## config.mk

```make
export PLATFORM = sky130hd
export DESIGN_NAME = glyph_to_lcd_pixel_writer
export DESIGN_NICKNAME = d
export VERILOG_FILES = /design/src/sv/glcd_pkg.sv /design/src/sv/glcd_front.sv /design/src/sv/glcd_queue.sv /design/src/sv/glcd_back.sv /design/src/sv/glyph_to_lcd_pixel_writer.sv
export SDC_FILE = /design/constraint.sdc
export NUM_CORES = 1
export LEC_CHECK = 0
export BUFFER_PORTS_ARGS = -buffer_cell sky130_fd_sc_hd__buf_2
export CORE_MARGIN = 2
export CORE_UTILIZATION = 55
export CTS_CLUSTER_DIAMETER = 80
export DETAILED_ROUTE_END_ITERATION = 16
export PLACE_DENSITY = 0.86
export SLEW_MARGIN = 10
export SYNTH_ARGS = -nofsm -noshare
export SYNTH_HDL_FRONTEND = slang
export SYNTH_SLANG_ARGS = --single-unit
```

## constraint.sdc

```tcl
create_clock -name clk -period 5.05 [get_ports clk]
set_input_delay 1.01 -clock clk [delete_from_list [all_inputs] [get_ports clk]]
set_output_delay 1.01 -clock clk [all_outputs]
set_load 0.005 [all_outputs]
```

## src/sv/glcd_pkg.sv

```systemverilog
// Shared types and constants for the glyph to LCD pixel writer.
// Used by the front, queue, back and top-level modules; no dependencies.
`default_nettype none

package glcd_pkg;

    // panel command bytes
    localparam logic [7:0] CMD_COL_ADDR = 8'h2A;
    localparam logic [7:0] CMD_ROW_ADDR = 8'h2B;
    localparam logic [7:0] CMD_MEM_WR   = 8'h2C;

    // input item kinds (tuser)
    localparam logic OP_START = 1'b0;
    localparam logic OP_GLYPH = 1'b1;

    // font select codes
    localparam logic [1:0] FONT_6X12  = 2'd0;
    localparam logic [1:0] FONT_8X16  = 2'd1;
    localparam logic [1:0] FONT_12X24 = 2'd2;

    // register map
    localparam int         APB_ADDR_W = 3;
    localparam logic       REG_FG     = 1'b0;
    localparam logic       REG_BG     = 1'b1;
    localparam logic [15:0] FG_RESET  = 16'hFFFF;
    localparam logic [15:0] BG_RESET  = 16'h0000;

    // default screen size
    localparam int SCREEN_WIDTH_DEF  = 320;
    localparam int SCREEN_HEIGHT_DEF = 480;

    // queue between front and back
    localparam int QUEUE_DEPTH = 2;

    // window sequence steps
    localparam logic [3:0] WIN_CASET  = 4'd0;
    localparam logic [3:0] WIN_XS_HI  = 4'd1;
    localparam logic [3:0] WIN_XS_LO  = 4'd2;
    localparam logic [3:0] WIN_XE_HI  = 4'd3;
    localparam logic [3:0] WIN_XE_LO  = 4'd4;
    localparam logic [3:0] WIN_PASET  = 4'd5;
    localparam logic [3:0] WIN_YS_HI  = 4'd6;
    localparam logic [3:0] WIN_YS_LO  = 4'd7;
    localparam logic [3:0] WIN_YE_HI  = 4'd8;
    localparam logic [3:0] WIN_YE_LO  = 4'd9;
    localparam logic [3:0] WIN_RAMWR  = 4'd10;

    typedef enum logic {
        JOB_WINDOW = 1'b0,
        JOB_PIXELS = 1'b1
    } job_kind_t;

    // one unit of work for the back end
    typedef struct packed {
        job_kind_t  kind;
        logic [9:0] x_start;
        logic [9:0] x_end;
        logic [9:0] y_start;
        logic [9:0] y_end;
        logic [7:0] bits;
        logic [3:0] count;      // pixels kept from this byte, 1 to 8
        logic       final_byte;
    } job_t;

endpackage

`default_nettype wire

```

## src/sv/glcd_front.sv

```systemverilog
// Front end: accepts start and glyph byte items, tracks the glyph state and
// turns each item that yields work into a window or pixel job. Depends on glcd_pkg.
`default_nettype none

module glcd_front #(
    parameter int SCREEN_WIDTH  = glcd_pkg::SCREEN_WIDTH_DEF,
    parameter int SCREEN_HEIGHT = glcd_pkg::SCREEN_HEIGHT_DEF
) (
    input  wire logic           clk,
    input  wire logic           rst_n,
    input  wire logic           accept,
    input  wire logic           op,
    input  wire logic [9:0]     x_position,
    input  wire logic [9:0]     y_position,
    input  wire logic [1:0]     font_select,
    input  wire logic [7:0]     glyph_byte,
    output glcd_pkg::job_t      job,
    output logic                push
);

    localparam logic [10:0] X_LAST = 11'(SCREEN_WIDTH - 1);
    localparam logic [10:0] Y_LAST = 11'(SCREEN_HEIGHT - 1);

    logic       glyph_active_reg, glyph_active_next;
    logic [3:0] cell_width_reg, cell_width_next;
    logic [5:0] bytes_remaining_reg, bytes_remaining_next;
    logic [3:0] row_pixel_count_reg, row_pixel_count_next;

    logic       font_ok;
    logic [3:0] font_w;
    logic [4:0] font_h;
    logic [5:0] font_bytes;
    logic [10:0] x_end_sum;
    logic [10:0] y_end_sum;
    logic       fits;
    logic [3:0] row_left;
    logic [5:0] bytes_after;

    // font size decode
    always_comb
    begin
        font_ok    = 1'b1;
        font_w     = 4'd6;
        font_h     = 5'd12;
        font_bytes = 6'd12;
        case (font_select)
            glcd_pkg::FONT_6X12:
            begin
                font_w     = 4'd6;
                font_h     = 5'd12;
                font_bytes = 6'd12;
            end
            glcd_pkg::FONT_8X16:
            begin
                font_w     = 4'd8;
                font_h     = 5'd16;
                font_bytes = 6'd16;
            end
            glcd_pkg::FONT_12X24:
            begin
                font_w     = 4'd12;
                font_h     = 5'd24;
                font_bytes = 6'd48;
            end
            default:
            begin
                font_ok = 1'b0;
            end
        endcase
    end

    // cell bounds against the screen
    assign x_end_sum = {1'b0, x_position} + {7'd0, font_w} - 11'd1;
    assign y_end_sum = {1'b0, y_position} + {6'd0, font_h} - 11'd1;
    assign fits      = (x_end_sum <= X_LAST) && (y_end_sum <= Y_LAST);

    assign row_left    = cell_width_reg - row_pixel_count_reg;
    assign bytes_after = bytes_remaining_reg - 6'd1;

    // classify item and build job
    always_comb
    begin
        glyph_active_next    = glyph_active_reg;
        cell_width_next      = cell_width_reg;
        bytes_remaining_next = bytes_remaining_reg;
        row_pixel_count_next = row_pixel_count_reg;
        push                 = 1'b0;
        job                  = '0;
        job.x_start          = x_position;
        job.x_end            = x_end_sum[9:0];
        job.y_start          = y_position;
        job.y_end            = y_end_sum[9:0];
        job.bits             = glyph_byte;
        if (accept)
        begin
            if (op == glcd_pkg::OP_START)
            begin
                glyph_active_next = 1'b0;
                if (font_ok && fits)
                begin
                    push                 = 1'b1;
                    job.kind             = glcd_pkg::JOB_WINDOW;
                    glyph_active_next    = 1'b1;
                    cell_width_next      = font_w;
                    bytes_remaining_next = font_bytes;
                    row_pixel_count_next = 4'd0;
                end
            end
            else if (glyph_active_reg)
            begin
                push                 = 1'b1;
                job.kind             = glcd_pkg::JOB_PIXELS;
                job.final_byte       = (bytes_after == 6'd0);
                bytes_remaining_next = bytes_after;
                if (row_left <= 4'd8)
                begin
                    job.count            = row_left;
                    row_pixel_count_next = 4'd0;
                end
                else
                begin
                    job.count            = 4'd8;
                    row_pixel_count_next = row_pixel_count_reg + 4'd8;
                end
                if (bytes_after == 6'd0)
                begin
                    glyph_active_next = 1'b0;
                end
            end
        end
    end

    // glyph state
    always_ff @(posedge clk or negedge rst_n)
    begin
        if (!rst_n)
        begin
            glyph_active_reg    <= 1'b0;
            cell_width_reg      <= 4'd0;
            bytes_remaining_reg <= 6'd0;
            row_pixel_count_reg <= 4'd0;
        end
        else
        begin
            glyph_active_reg    <= glyph_active_next;
            cell_width_reg      <= cell_width_next;
            bytes_remaining_reg <= bytes_remaining_next;
            row_pixel_count_reg <= row_pixel_count_next;
        end
    end

endmodule

`default_nettype wire

```

## src/sv/glcd_queue.sv

```systemverilog
// Short job queue between the front and back ends.
// Depends on glcd_pkg for the job type and default depth.
`default_nettype none

module glcd_queue #(
    parameter int DEPTH = glcd_pkg::QUEUE_DEPTH
) (
    input  wire logic            clk,
    input  wire logic            rst_n,
    input  wire logic            push,
    input  wire glcd_pkg::job_t  push_job,
    input  wire logic            pop,
    output glcd_pkg::job_t       head_job,
    output logic                 not_empty,
    output logic                 full
);

    localparam int PTR_W = (DEPTH > 1) ? $clog2(DEPTH) : 1;
    localparam int CNT_W = $clog2(DEPTH + 1);

    glcd_pkg::job_t mem [DEPTH];

    logic [PTR_W-1:0] wr_ptr_reg, wr_ptr_next;
    logic [PTR_W-1:0] rd_ptr_reg, rd_ptr_next;
    logic [CNT_W-1:0] count_reg, count_next;
    logic             do_push;
    logic             do_pop;

    assign full      = (count_reg == CNT_W'(DEPTH));
    assign not_empty = (count_reg != '0);
    assign do_push   = push && !full;
    assign do_pop    = pop && not_empty;
    assign head_job  = mem[rd_ptr_reg];

    // pointer and fill count
    always_comb
    begin
        wr_ptr_next = wr_ptr_reg;
        rd_ptr_next = rd_ptr_reg;
        count_next  = count_reg;
        if (do_push)
        begin
            wr_ptr_next = (wr_ptr_reg == PTR_W'(DEPTH - 1)) ? '0 : wr_ptr_reg + 1'b1;
        end
        if (do_pop)
        begin
            rd_ptr_next = (rd_ptr_reg == PTR_W'(DEPTH - 1)) ? '0 : rd_ptr_reg + 1'b1;
        end
        if (do_push && !do_pop)
        begin
            count_next = count_reg + 1'b1;
        end
        else if (do_pop && !do_push)
        begin
            count_next = count_reg - 1'b1;
        end
    end

    always_ff @(posedge clk or negedge rst_n)
    begin
        if (!rst_n)
        begin
            wr_ptr_reg <= '0;
            rd_ptr_reg <= '0;
            count_reg  <= '0;
        end
        else
        begin
            wr_ptr_reg <= wr_ptr_next;
            rd_ptr_reg <= rd_ptr_next;
            count_reg  <= count_next;
        end
    end

    // job storage
    always_ff @(posedge clk)
    begin
        if (do_push)
        begin
            mem[wr_ptr_reg] <= push_job;
        end
    end

endmodule

`default_nettype wire

```

## src/sv/glcd_back.sv

```systemverilog
// Back end: steps through the current job one bus write per cycle unless
// out_ready stalls it, and holds each write in an output register. Depends on glcd_pkg.
`default_nettype none

module glcd_back (
    input  wire logic            clk,
    input  wire logic            rst_n,
    input  wire glcd_pkg::job_t  head_job,
    input  wire logic            head_valid,
    output logic                 pop,
    input  wire logic [15:0]     foreground_color,
    input  wire logic [15:0]     background_color,
    output logic                 out_valid,
    input  wire logic            out_ready,
    output logic                 is_command,
    output logic [15:0]          bus_word,
    output logic                 last,
    output logic                 glyph_done
);

    glcd_pkg::job_t cur_job_reg, cur_job_next;
    logic           cur_valid_reg, cur_valid_next;
    logic [3:0]     step_reg, step_next;

    logic           out_valid_reg, out_valid_next;
    logic           is_command_reg;
    logic [15:0]    bus_word_reg;
    logic           last_reg;
    logic           glyph_done_reg;

    logic           advance;
    logic           last_step;
    logic           w_cmd;
    logic [15:0]    w_word;
    logic           w_last;
    logic           w_done;
    logic           pixel_bit;

    assign advance   = cur_valid_reg && (!out_valid_reg || out_ready);
    assign last_step = (cur_job_reg.kind == glcd_pkg::JOB_WINDOW)
                       ? (step_reg == glcd_pkg::WIN_RAMWR)
                       : (step_reg == cur_job_reg.count - 4'd1);
    assign pop       = head_valid && (!cur_valid_reg || (advance && last_step));
    assign pixel_bit = cur_job_reg.bits[~step_reg[2:0]];

    // write word for the current step
    always_comb
    begin
        w_cmd  = 1'b0;
        w_word = 16'd0;
        w_last = 1'b0;
        w_done = 1'b0;
        if (cur_job_reg.kind == glcd_pkg::JOB_PIXELS)
        begin
            w_word = pixel_bit ? foreground_color : background_color;
            w_last = last_step;
            w_done = last_step && cur_job_reg.final_byte;
        end
        else
        begin
            case (step_reg)
                glcd_pkg::WIN_CASET:
                begin
                    w_cmd  = 1'b1;
                    w_word = {8'd0, glcd_pkg::CMD_COL_ADDR};
                end
                glcd_pkg::WIN_XS_HI: w_word = {14'd0, cur_job_reg.x_start[9:8]};
                glcd_pkg::WIN_XS_LO: w_word = {8'd0, cur_job_reg.x_start[7:0]};
                glcd_pkg::WIN_XE_HI: w_word = {14'd0, cur_job_reg.x_end[9:8]};
                glcd_pkg::WIN_XE_LO: w_word = {8'd0, cur_job_reg.x_end[7:0]};
                glcd_pkg::WIN_PASET:
                begin
                    w_cmd  = 1'b1;
                    w_word = {8'd0, glcd_pkg::CMD_ROW_ADDR};
                end
                glcd_pkg::WIN_YS_HI: w_word = {14'd0, cur_job_reg.y_start[9:8]};
                glcd_pkg::WIN_YS_LO: w_word = {8'd0, cur_job_reg.y_start[7:0]};
                glcd_pkg::WIN_YE_HI: w_word = {14'd0, cur_job_reg.y_end[9:8]};
                glcd_pkg::WIN_YE_LO: w_word = {8'd0, cur_job_reg.y_end[7:0]};
                glcd_pkg::WIN_RAMWR:
                begin
                    w_cmd  = 1'b1;
                    w_word = {8'd0, glcd_pkg::CMD_MEM_WR};
                    w_last = 1'b1;
                end
                default:
                begin
                    w_word = 16'd0;
                end
            endcase
        end
    end

    // current job and step counter
    always_comb
    begin
        cur_job_next   = cur_job_reg;
        cur_valid_next = cur_valid_reg;
        step_next      = step_reg;
        if (advance)
        begin
            step_next = step_reg + 4'd1;
        end
        if (advance && last_step)
        begin
            cur_valid_next = 1'b0;
        end
        if (pop)
        begin
            cur_job_next   = head_job;
            cur_valid_next = 1'b1;
            step_next      = 4'd0;
        end
    end

    // output register valid
    always_comb
    begin
        out_valid_next = out_valid_reg;
        if (advance)
        begin
            out_valid_next = 1'b1;
        end
        else if (out_ready)
        begin
            out_valid_next = 1'b0;
        end
    end

    always_ff @(posedge clk or negedge rst_n)
    begin
        if (!rst_n)
        begin
            cur_valid_reg <= 1'b0;
            step_reg      <= 4'd0;
            out_valid_reg <= 1'b0;
        end
        else
        begin
            cur_valid_reg <= cur_valid_next;
            step_reg      <= step_next;
            out_valid_reg <= out_valid_next;
        end
    end

    // payload registers
    always_ff @(posedge clk)
    begin
        cur_job_reg <= cur_job_next;
        if (advance)
        begin
            is_command_reg <= w_cmd;
            bus_word_reg   <= w_word;
            last_reg       <= w_last;
            glyph_done_reg <= w_done;
        end
    end

    assign out_valid  = out_valid_reg;
    assign is_command = is_command_reg;
    assign bus_word   = bus_word_reg;
    assign last       = last_reg;
    assign glyph_done = glyph_done_reg;

endmodule

`default_nettype wire

```

## src/sv/glyph_to_lcd_pixel_writer.sv

```systemverilog
// Top level of the glyph to LCD pixel writer: color registers on an APB
// port, front end, job queue and back end. Depends on glcd_pkg and submodules.
//
//   channel   direction  handshake          payload
//   s_*       in         s_tvalid/s_tready  tuser: op; tdata: x, y, font, glyph
//   m_*       out        m_tvalid/m_tready  tuser: is_command, glyph_done;
//                                           tdata: bus_word; tlast: last
//   apb       in         psel/penable       foreground/background color
//
// A start item gives 11 bus writes, a glyph byte 1 to 8; items that give
// no write are still accepted. The back end's single output register sets
// the pace at one bus write per cycle while m_tready holds high.
// Input is taken every cycle while the two-entry job queue has room.
// Reset clears glyph state, queue and output valid; colors reset to white/black.
`default_nettype none

module glyph_to_lcd_pixel_writer #(
    parameter int SCREEN_WIDTH  = glcd_pkg::SCREEN_WIDTH_DEF,
    parameter int SCREEN_HEIGHT = glcd_pkg::SCREEN_HEIGHT_DEF
) (
    input  wire logic                            clk,
    input  wire logic                            rst_n,
    input  wire logic                            s_tvalid,
    output logic                                 s_tready,
    input  wire logic [31:0]                     s_tdata,  // x[9:0] y[19:10] font[21:20] glyph[29:22]
    input  wire logic                            s_tuser,  // op
    output logic                                 m_tvalid,
    input  wire logic                            m_tready,
    output logic [15:0]                          m_tdata,  // bus_word
    output logic [1:0]                           m_tuser,  // is_command, glyph_done
    output logic                                 m_tlast,
    input  wire logic                            psel,
    input  wire logic                            penable,
    input  wire logic                            pwrite,
    input  wire logic [glcd_pkg::APB_ADDR_W-1:0] paddr,
    input  wire logic [31:0]                     pwdata,
    output logic [31:0]                          prdata,
    output logic                                 pready
);

    logic [15:0]    fg_color_reg;
    logic [15:0]    bg_color_reg;
    logic           cfg_write;

    logic           s_accept;
    logic           q_push;
    glcd_pkg::job_t q_push_job;
    logic           q_pop;
    glcd_pkg::job_t q_head_job;
    logic           q_not_empty;
    logic           q_full;

    logic           out_cmd;
    logic           out_done;

    // config port
    assign pready    = 1'b1;
    assign cfg_write = psel && penable && pwrite && pready;
    assign prdata    = {16'd0, (paddr[2] == glcd_pkg::REG_BG) ? bg_color_reg : fg_color_reg};

    always_ff @(posedge clk or negedge rst_n)
    begin
        if (!rst_n)
        begin
            fg_color_reg <= glcd_pkg::FG_RESET;
            bg_color_reg <= glcd_pkg::BG_RESET;
        end
        else if (cfg_write)
        begin
            if (paddr[2] == glcd_pkg::REG_FG)
            begin
                fg_color_reg <= pwdata[15:0];
            end
            else
            begin
                bg_color_reg <= pwdata[15:0];
            end
        end
    end

    // input handshake
    assign s_tready = !q_full;
    assign s_accept = s_tvalid && s_tready;

    glcd_front #(
        .SCREEN_WIDTH  (SCREEN_WIDTH),
        .SCREEN_HEIGHT (SCREEN_HEIGHT)
    ) u_front (
        .clk         (clk),
        .rst_n       (rst_n),
        .accept      (s_accept),
        .op          (s_tuser),
        .x_position  (s_tdata[9:0]),
        .y_position  (s_tdata[19:10]),
        .font_select (s_tdata[21:20]),
        .glyph_byte  (s_tdata[29:22]),
        .job         (q_push_job),
        .push        (q_push)
    );

    glcd_queue #(
        .DEPTH (glcd_pkg::QUEUE_DEPTH)
    ) u_queue (
        .clk       (clk),
        .rst_n     (rst_n),
        .push      (q_push),
        .push_job  (q_push_job),
        .pop       (q_pop),
        .head_job  (q_head_job),
        .not_empty (q_not_empty),
        .full      (q_full)
    );

    glcd_back u_back (
        .clk              (clk),
        .rst_n            (rst_n),
        .head_job         (q_head_job),
        .head_valid       (q_not_empty),
        .pop              (q_pop),
        .foreground_color (fg_color_reg),
        .background_color (bg_color_reg),
        .out_valid        (m_tvalid),
        .out_ready        (m_tready),
        .is_command       (out_cmd),
        .bus_word         (m_tdata),
        .last             (m_tlast),
        .glyph_done       (out_done)
    );

    assign m_tuser = {out_done, out_cmd};

    // end of character is always the last write of its byte
    assert property (@(posedge clk) disable iff (!rst_n)
        m_tvalid && m_tuser[1] |-> m_tlast && !m_tuser[0])
        else $error("glyph_done without last or on a command");

    // commands are only the three window opcodes
    assert property (@(posedge clk) disable iff (!rst_n)
        m_tvalid && m_tuser[0] |-> (m_tdata == 16'h002A) || (m_tdata == 16'h002B)
                                   || (m_tdata == 16'h002C))
        else $error("unexpected command word");

    // memory write command closes the window sequence
    assert property (@(posedge clk) disable iff (!rst_n)
        m_tvalid && m_tuser[0] && (m_tdata == 16'h002C) |-> m_tlast)
        else $error("memory write command without last");

    // the front never pushes into a full queue
    assert property (@(posedge clk) disable iff (!rst_n)
        q_push |-> !q_full)
        else $error("job pushed into full queue");

endmodule

`default_nettype wire
```

==> results.sh, run 1 <==
export IMPL_vias_per_cell=5.788
export IMPL_cts_sinks=234
export IMPL_port_buffers=91
export IMPL_place_hpwl_mm=13.66
export IMPL_initial_core_util_pct=56.11
export IMPL_finalWeightedCongestion=0.8898
export IMPL_rows=50
export IMPL_h_tree_depth=1
export IMPL_hold_path_class="reg2reg"
export IMPL_start_kind="input pin"
export IMPL_nets=923
export IMPL_antennaDiodeCount=0
export IMPL_core_area_um2=18770
export IMPL_finish_utilization_pct=64.60
export IMPL_cts_resized=0
export IMPL_seqPwrFrac_pct=44.1
export IMPL_synth_enable_flop_cells=181
export IMPL_insertion_delay_ns=0.51
export IMPL_grt_use_total_pct=20.52
export IMPL_skew_ns=0.009545
export IMPL_placed_area_um2=11300
export IMPL_setup_worst_path_class="in2reg"
export IMPL_grt_max_degree=60
export IMPL_syn_area_per_cell_um2=14.96
export IMPL_pre_cts_slack_ns=0.05472
export IMPL_drv_cap=0
export IMPL_relSlewSlack_pct=33.19
export IMPL_path_cells="buf_2 -> inv_1 -> ha_1 -> buf_4 -> xnor2_1 -> ha_1 -> a21o_1 -> nand4_1 -> a211o_1 -> a2111oi_2 -> nand4b_1 -> a2111oi_4 -> nor2_4 -> and2b_2 -> buf_12"
export IMPL_crit_slowest_cell="a2111oi_4"
export IMPL_crit_family="compound AO/OA/AOI/OAI gates"
export IMPL_hold_depth=1
export IMPL_ys_seq_elements=234
export IMPL_yosysWarningCount=0
export IMPL_path_buf_inv=4
export IMPL_dr_pass1_iters=8
export IMPL_p_per_area_nw_per_um2=478.0
export IMPL_first_global_vias=6128
export IMPL_irDropWorstVdd_mv=0.3383
export IMPL_fin_crit_sh_pct=91.43
export IMPL_status="completed"
export IMPL_final_setup_worst_slack_ns=0.4327
export IMPL_path_clk_slew_ns=0.06
export IMPL_sw_frac_of_total_pct=28.23
export IMPL_yosysUniqueCellTypes=68
export IMPL_worst_path_stages=15
export IMPL_clockBufferDepth=3
export IMPL_grt_antenna_before_repair=0
export IMPL_drv_slew=0
export IMPL_crit_top_cell="ha_1"
export IMPL_synth_seq_area_share_pct=64.39
export IMPL_largest_register_ffs=108
export IMPL_holdBufCountCts=0
export IMPL_synthArstFlopShare_pct=22.65
export IMPL_p_leak_nw=4.696
export IMPL_setup_viol=0
export IMPL_worstMarginPinSlew_ns=0.9969
export IMPL_drive_gt1_share_pct=33.33
export IMPL_combPwrFrac_pct=24.8
export IMPL_fmax_ghz=0.2166
export IMPL_netlist_area_um2=10530
export IMPL_grt_overflow_total=0
export IMPL_required_ns=5.26
export IMPL_drc_errors=0
export IMPL_wl_mm=20.55
export IMPL_cp_max_fo=27
export IMPL_total_power_w=0.005796
export IMPL_area_growth_synth_to_final_pct=15.12
export IMPL_end_kind="flip-flop"
export IMPL_routedWlPerCell_um=19.30
export IMPL_die_w_um=142.4
export IMPL_netlist_instances=704
export IMPL_period_minus_slack_ns=4.617
export IMPL_die_area_um2=20270
export IMPL_finalHoldViolCount=0
export IMPL_intPower_w=0.004160
export IMPL_ys_flop_type="edfxtp_1"
export IMPL_reg2reg_depth=9
export IMPL_p_switching_w=0.001636
export IMPL_drtAntennaViolNets=0
export IMPL_cts_setup_buffers=0
export IMPL_setup_tns_ns=0
export IMPL_cp_data_arrival_time_ns=4.83
export IMPL_grt_pass1_wl_mm=32.26
export IMPL_stdcell_area_um2=12120
export IMPL_numCtsBuffers=24
export IMPL_rsz0062_at_grt="no"
export IMPL_vias=6164
export IMPL_root_buffer="clkbuf_16"
export IMPL_ios=129
export IMPL_cts_tree="done"
export IMPL_drt_iter0_drc=500
export IMPL_die_h_um=142.4
export IMPL_worst_path_largest_cell_delay_ns=0.48
export IMPL_clock_power_share_pct=31.1
worst register-to-register path: stages, from the launching register on:
cell,delay [ns]
dfrtp_1,0.42
nand2b_1,0.17
nand2_1,0.11
or3_1,0.34
a2111oi_2,0.36
nand4b_1,0.34
a2111oi_4,0.49
nor2_4,0.14
and2b_2,0.32
buf_12,0.21
power by group through the flow:
stage          combinational (W)  sequential (W)  clock, W
6_report                 0.00144         0.00255   0.00180
5_1_grt                  0.00156         0.00258   0.00191
4_1_cts                  0.00143         0.00255   0.00183
3_5_place_dp             0.00141         0.00259         0
3_3_place_gp             0.00137         0.00257         0
2_1_floorplan            0.00105         0.00253         0
through the flow:
stage | instances | hold WS [ns]
detailed placement | 1022 | 0.4908
CTS | 1065 | 0.5064
finish | 1065 | 0.5038
floorplan | 721 | 0.4636
global route | 1065 | 0.5474
global placement | 1022 | 0.4828
metal layers:
metal / vias to the layer above / part of all wire (%) / global-route usage (%) / wire length (µm)
met2: 232 / 50 / 35.44 / 10170
met4: 0 / 2.2 / 5.419 / 460
met1: 3041 / 42 / 27.41 / 8608
met3: 47 / 6.4 / 3.096 / 1307
met5: - / 0 / 0 / 0
li1: 2844 / - / - / -
placed cells by master, fill, tap and decap left out, drive strengths merged, types with 4 or more instances in the layout:
cell type,synthesis,routed
xor2,13,13
a211oi,4,4
and2,7,7
edfxtp,181,181
o21ai,14,14
o22ai,8,8
a32oi,4,4
a2111oi,4,4
clkbuf,18,27
mux2,102,102
buf,21,106
bufinv,0,4
a221oi,5,5
clkinv,1,10
a22o,4,4
and3,6,6
nand4,5,5
inv,39,40
conb,2,19
nand2,16,16
dfrtp,37,37
nand2b,7,7
nor3,5,5
xnor2,21,21
mux2i,18,18
a21oi,20,20
nand3,8,8
dfstp,16,16
a21o,8,8
ha,32,32
nor2,28,28
logic make-up after synthesis:
| logic type | after synthesis | synth area share [%] |
|---|---|---|
| AOI/OAI and AO/OA | 99 | 6.915 |
| xor gates and xnor gates | 34 | 2.828 |
| adders and majority gates | 34 | 4.182 |
| buffers and inverters | 79 | 3.540 |
| DFF | 234 | 64.39 |
| muxes | 122 | 13.04 |
| other | 2 | 0.07131 |
| and+or+nand+nor | 100 | 5.026 |
synth_stat cells (3+ instances only):
cell type	number	area (µm²)
nor2_1	27	101.4
nand2_1	16	60.06
a31oi_1	3	18.77
and2_1	5	31.28
o31ai_1	3	22.52
o22ai_1	8	50.05
mux2_2	102	1149
nor2b_1	3	18.77
o21ai_0	14	70.07
nand3_1	8	40.04
buf_4	20	150.1
xnor2_1	21	183.9
a221oi_1	4	35.03
ha_1	32	400.4
a32o_1	3	30.03
xor2_1	13	113.9
dfrtp_1	37	925.9
a22oi_1	3	22.52
clkbuf_1	17	63.81
and3_1	6	37.54
a22o_1	4	35.03
a32oi_1	4	35.03
nand4_1	5	31.28
mux2i_1	18	180.2
inv_1	38	142.6
nor3_1	5	25.02
a21o_1	8	60.06
a211o_1	3	26.28
nand2b_1	7	43.79
edfxtp_1	181	5435
dfstp_2	16	420.4
a21oi_1	19	95.09
a211oi_1	4	30.03
path summary, 6_finish.rpt:
path / endpoint / startpoint / slack, ns
min in group asynchronous: bg_color_reg[13] / rst_n / 0.63
max reg2reg: u_queue.mem[1][44] / u_queue.count_reg[0] / 1.83
min reg2reg: u_queue.count_reg[1] / u_queue.count_reg[1] / 0.50
max in group asynchronous: u_queue.rd_ptr_reg / rst_n / 3.94
max: u_queue.mem[1][44] / s_tdata[20] / 0.43
min: u_queue.count_reg[1] / u_queue.count_reg[1] / 0.50
final cells by class:
class | instances | area (µm²)
Clock buffer | 27 | 633.1
Sequential cell | 234 | 6783
Multi-Input combinational cell | 408 | 3461
Tap cell | 234 | 292.8
Fill cell | 1313 | 6644
Clock inverter | 16 | 186.4
Timing Repair Buffer | 106 | 618.1
Inverter | 40 | 150.1
(Power assumes the default switching activity.)
==> run 2, diff against run 1 <==
- ABC_AREA: unset -> 1
==> run 2 against run 1 <==
Register-to-register slack improved by 0.03 ns. Fmax rose by 9.2%. Final area rose by 1.8%. Non-clock buffer count fell by 9. Die area rose by 3.1%. Via count rose by 27%. Worst hold slack got worse by 0.0017 ns. First-iteration DRC count rose by 21%. Critical path type unchanged. Critical endpoint is now u_queue.mem[0][48]. Largest cell class unchanged.
==> results.sh, run 2 <==
export IMPL_setup_worst_path_class="in2reg"
export IMPL_synth_top_cell_by_area="edfxtp_1"
export IMPL_die_area_um2=20910
export IMPL_yosysUniqueCellTypes=50
export IMPL_worstMarginPinSlew_ns=1.003
export IMPL_clockBufferDepth=3
export IMPL_die_h_um=144.6
export IMPL_start_kind="input pin"
export IMPL_die_w_um=144.6
export IMPL_initial_core_util_pct=56.04
export IMPL_h_tree_depth=1
export IMPL_drt_iter0_drc=607
export IMPL_hp_start="u_queue.count_reg[0]"
export IMPL_cp_max_fo=54
export IMPL_root_buffer="clkbuf_16"
export IMPL_vias_per_cell=5.316
export IMPL_numCtsBuffers=24
export IMPL_multiInputGateArea_um2=3431
export IMPL_area_growth_synth_to_final_pct=13.50
export IMPL_routedWlPerCell_um=15.75
export IMPL_antennaDiodeCount=0
export IMPL_grt_antenna_before_repair=0
export IMPL_synth_xor_area_share_pct=1.450
export IMPL_yosys_area_share_adder_pct=4.051
export IMPL_ys_flop_type="edfxtp_1"
export IMPL_relSlewSlack_pct=33.03
export IMPL_status="completed"
export IMPL_required_ns=5.24
export IMPL_dp_cells=1425
export IMPL_syn_area_per_cell_um2=9.947
export IMPL_drv_cap=0
export IMPL_cts_resized=0
export IMPL_finalWeightedCongestion=0.8596
export IMPL_ys_seq_elements=234
export IMPL_final_cell_mix="387 x nand2_1, 181 x edfxtp_1, 112 x inv_1"
export IMPL_holdBufCountCts=0
export IMPL_setup_tns_ns=0
export IMPL_synth_top_cell_area_share_pct=49.99
export IMPL_largest_register_ffs=108
export IMPL_core_area_um2=19400
export IMPL_grt_use_total_pct=22.62
export IMPL_cts_setup_buffers=0
export IMPL_yosys_top_cells_count="387 x nand2_1, 181 x edfxtp_1, 114 x inv_1"
export IMPL_grt_overflow_total=0
export IMPL_cts_tree="done"
export IMPL_setup_viol=0
export IMPL_pre_cts_slack_ns=0.3061
export IMPL_holdWs_ns=0.5020
export IMPL_rsz0062_at_grt="no"
export IMPL_stdcell_count=1469
export IMPL_synth_mux_area_share_pct=0
export IMPL_p_leak_nw=5.626
export IMPL_synth_compound_area_share_pct=5.766
export IMPL_nFillCells=1488
export IMPL_grt_pass1_wl_mm=36.55
export IMPL_netlist_instances=1093
export IMPL_skew_ns=0.008726
export IMPL_cp_startpoint="s_tdata[20]"
export IMPL_synth_enable_flop_cells=181
export IMPL_wl_mm=23.13
export IMPL_fmax_ghz=0.2365
export IMPL_cp_data_arrival_time_ns=4.42
export IMPL_synthTopCellsByArea="edfxtp_1 50%, nand2_1 13%, dfrtp_1 8.5%"
export IMPL_layout_area_seq_um2=6782
export IMPL_port_buffers=91
export IMPL_fin_crit_sh_pct=83.72
export IMPL_synthArstFlopShare_pct=22.65
export IMPL_p_per_area_nw_per_um2=512.7
export IMPL_ios=129
export IMPL_hold_path_class="reg2reg"
export IMPL_nets=1295
export IMPL_netlist_area_um2=10870
export IMPL_drc_errors=0
export IMPL_period_minus_slack_ns=4.228
export IMPL_grt_max_degree=57
export IMPL_irDropWorstVdd_mv=0.3071
export IMPL_final_common_cell="nand2_1"
export IMPL_vias=7809
export IMPL_dr_pass1_iters=5
export IMPL_synth_seq_area_share_pct=62.38
export IMPL_synth_most_common_cell="nand2_1"
export IMPL_reg2reg_depth=9
export IMPL_drive_gt1_share_pct=14.53
export IMPL_insertion_delay_ns=0.52
export IMPL_cts_sinks=234
export IMPL_drv_slew=0
export IMPL_rows=51
export IMPL_hold_depth=1
export IMPL_drtAntennaViolNets=0
export IMPL_path_clk_slew_ns=0.06
export IMPL_first_global_vias=7415
export IMPL_final_setup_worst_slack_ns=0.8220
export IMPL_place_hpwl_mm=15.02
export IMPL_synthSimpleGateAreaFrac_pct=19.56
export IMPL_yosysWarningCount=0
export IMPL_finalHoldViolCount=0
export IMPL_reg2reg_from="u_back.cur_job_reg[53]"
export IMPL_synth_top_family_by_area="simple AND/OR/NAND/NOR gates"
export IMPL_end_kind="flip-flop"
## run 2: worst paths after layout
check | to | slack (ns)
worst min register to register | u_queue.count_reg[0] | 0.50
min in group asynchronous | bg_color_reg[13] | 0.62
worst min-delay path | u_queue.count_reg[0] | 0.50
worst max register to register | u_back.cur_job_reg[9] | 1.86
worst max-delay path | u_queue.mem[0][48] | 0.82
max in group asynchronous | bg_color_reg[5] | 3.97
## run 2: cells by family after synthesis
| group | after synthesis |
|---|---|
| AO/OA/AOI/OAI | 108 |
| XOR/XNOR | 18 |
| adder cells (fa/ha/maj) | 34 |
| buffers and inverters | 171 |
| flip-flops | 234 |
| other | 2 |
| AND/OR/NAND/NOR | 526 |
## run 2: per-stage QoR
step	utilization [%]	instance area, µm²	total power [W]
final	63.61	12340	0.006327
after global routing	63.61	12340	0.006684
after CTS	63.61	12340	0.006335
after detailed placement	59.46	11530	0.004522
after global placement	59.46	11530	0.004419
after floorplan	-	10940	0.003964
## run 2: power breakdown
part | total [W] | internal [W] | switching (W) | leakage [nW]
Sequential | 0.00281 | 0.00260 | 0.000203 | 2.31
Clock | 0.00179 | 0.00107 | 0.000722 | 0.395
Combinational | 0.00173 | 0.000552 | 0.00118 | 2.92
## run 2: routing by layer
layer / vias up / wire length, µm / GRT usage [%] / part of all wire [%]
met2: 324 / 11650 / 40.38 / 50
met5: - / 0 / 0 / 0
li1: 3743 / - / - / -
met3: 44 / 1660 / 3.411 / 7.2
met1: 3698 / 9272 / 28.41 / 40
met4: 0 / 552 / 7.307 / 2.4
## run 2: layout make-up
| class | instances | share of cell area, % |
|---|---|---|
| repair buffers | 97 | 4.259 |
| multi-input cells | 705 | 27.80 |
| clock inverters | 10 | 0.8416 |
| flip-flops and latches | 234 | 54.96 |
| inverters | 124 | 3.772 |
| clock buffers | 34 | 5.678 |
| well taps | 265 | 2.687 |
## run 2: worst max-delay path, stage by stage
cell and delay, ns:
buf_2 0.11, inv_1 0.05, ha_1 0.46, inv_1 0.22
or2_2 0.34, nand2_1 0.07, ha_1 0.29, nand2_1 0.15
inv_1 0.05, nand2_1 0.07, nand3_1 0.12, nand2_1 0.10
nand2_1 0.05, nand2_1 0.07, nand2_1 0.06, inv_2 0.07
nand2_1 0.06, nor2_2 0.16, nand2_4 0.17, nand2_2 0.19
nand2_1 0.12, inv_2 0.09, buf_12 0.28
==> run 3, diff against run 2 <==
- clock period: 5.05 -> 4.1 ns (I/O delays scaled with it)
==> run 3 against run 2 <==
Worst hold slack got worse by 0.060 ns. Clock power rose by 18%. Flip-flop and latch count did not move. First-iteration DRC count rose by 25%. Non-clock buffer count rose by 6. Cell count rose by 0.48%. Core utilization rose by 0.66 points. Largest cell class unchanged.
==> results.sh, run 3 (synthesized netlist as in run 2, its figures left out) <==
export IMPL_cts_setup_buffers=0
export IMPL_drv_slew=0
export IMPL_drtAntennaViolNets=0
export IMPL_port_buffers=91
export IMPL_root_buffer="clkbuf_16"
export IMPL_p_leak_nw=5.631
export IMPL_final_setup_worst_slack_ns=0.5502
export IMPL_start_kind="input pin"
export IMPL_setup_tns_ns=0
export IMPL_finalWeightedCongestion=0.9109
export IMPL_setup_worst_path_class="in2reg"
export IMPL_grt_max_degree=57
export IMPL_largest_register_ffs=108
export IMPL_die_w_um=144.6
export IMPL_pre_cts_slack_ns=0.08477
export IMPL_place_hpwl_mm=15.05
export IMPL_grt_overflow_total=0
export IMPL_nets=1301
export IMPL_insertion_delay_ns=0.51
export IMPL_ios=129
export IMPL_h_tree_depth=1
export IMPL_cts_resized=0
export IMPL_grt_pass1_wl_mm=35.88
export IMPL_drt_iter0_drc=757
export IMPL_period_minus_slack_ns=3.550
export IMPL_setup_viol=0
export IMPL_cp_data_arrival_time_ns=3.73
export IMPL_total_power_w=0.007691
export IMPL_end_kind="flip-flop"
export IMPL_cts_tree="done"
export IMPL_core_area_um2=19400
export IMPL_final_cell_mix="384 x nand2_1, 181 x edfxtp_1, 111 x inv_1"
export IMPL_fmax_ghz=0.2817
export IMPL_dr_pass1_iters=5
export IMPL_fin_crit_sh_pct=86.58
export IMPL_initial_core_util_pct=56.04
export IMPL_die_h_um=144.6
export IMPL_clockBufferDepth=3
export IMPL_cp_max_fo=54
export IMPL_status="completed"
export IMPL_area_growth_synth_to_final_pct=14.67
export IMPL_nFillCells=1430
export IMPL_final_common_cell="nand2_1"
export IMPL_hold_path_class="in2async"
export IMPL_required_ns=4.28
export IMPL_dp_cells=1431
export IMPL_wl_mm=22.84
export IMPL_drive_gt1_share_pct=15.62
export IMPL_routedWlPerCell_um=15.47
export IMPL_numCtsBuffers=24
export IMPL_stdcell_area_um2=12470
export IMPL_holdBufCountCts=0
export IMPL_path_clk_slew_ns=0.06
export IMPL_drv_cap=0
export IMPL_cts_sinks=234
export IMPL_finalHoldViolCount=0
export IMPL_vias=7821
export IMPL_p_per_area_nw_per_um2=616.9
export IMPL_rsz0062_at_grt="no"
export IMPL_stdcell_count=1476
export IMPL_first_global_vias=7269
export IMPL_placed_area_um2=11690
export IMPL_rows=51
export IMPL_relSlewSlack_pct=35.72
export IMPL_grt_use_total_pct=22.15
export IMPL_drc_errors=0
export IMPL_die_area_um2=20910
export IMPL_irDropWorstVdd_mv=0.3156
export IMPL_grt_antenna_before_repair=2
export IMPL_vias_per_cell=5.299
export IMPL_skew_ns=0.01304
export IMPL_worstMarginPinSlew_ns=0.9642
[run 3: layout make-up]
| class | count | area, µm² | share of cell area [%] |
|---|---|---|---|
| clock buffers | 36 | 676.9 | 5.430 |
| inverters | 124 | 469.2 | 3.764 |
| well taps | 265 | 331.6 | 2.660 |
| clock inverters | 8 | 93.84 | 0.7527 |
| flip-flops and latches | 234 | 6782 | 54.40 |
| diodes | 1 | 2.502 | 0.02007 |
| multi-input cells | 705 | 3528 | 28.30 |
| repair buffers | 103 | 583.1 | 4.677 |
[run 3: worst paths after layout]
path / startpoint / endpoint / slack, ns / depth (start not counted)
max in group asynchronous: rst_n / fg_color_reg[2] / 2.79 / 2
worst min-delay path: rst_n / u_front.bytes_remaining_reg[2] / 0.44 / 1
min in group clk: u_front.cell_width_reg[2] / u_front.cell_width_reg[2] / 0.49 / 2
worst min register to register: u_front.cell_width_reg[2] / u_front.cell_width_reg[2] / 0.49 / 2
worst max-delay path: s_tdata[20] / u_queue.mem[1][41] / 0.55 / 22
worst max register to register: u_back.cur_job_reg[53] / u_back.cur_job_reg[49] / 1.03 / 9
[run 3: critical path, cell delays in order]
cell and delay, ns:
buf_2 0.12, inv_1 0.07, ha_4 0.32, inv_2 0.09, or2_4 0.26, nand2_2 0.08
ha_4 0.22, nand2_1 0.10, inv_1 0.05, nand2_1 0.07, nand3_1 0.11, nand2_1 0.11
nand2_1 0.05, nand2_1 0.08, nand2_1 0.08, inv_2 0.05, nand2_1 0.06, nor2_2 0.22
nand2_4 0.09, buf_4 0.18, a21oi_4 0.17, buf_12 0.30
[run 3: routing by layer]
metal  wire, µm  vias up  track usage, %  share of wire, %
met2      11070      339           36.62                48
met5          0        -               0                 0
li1           -     3750               -                 -
met3       1666       51           3.609               7.3
met4        675        0           8.533               3.0
met1       9423     3681           29.64                41
[run 3: power breakdown]
group	switching (W)	leakage [nW]	internal, W
registers	0.000247	2.31	0.00321
clock network	0.000855	0.371	0.00127
logic	0.00142	2.95	0.000697
total	0.00252	5.63	0.00517
[run 3: per-stage QoR]
step	util (%)	hold WS, ns
after floorplan	-	0.4458
after global placement	60.28	0.4619
after detailed placement	60.28	0.4758
after CTS	64.25	0.4684
after global routing	64.25	0.4794
final	64.27	0.4420
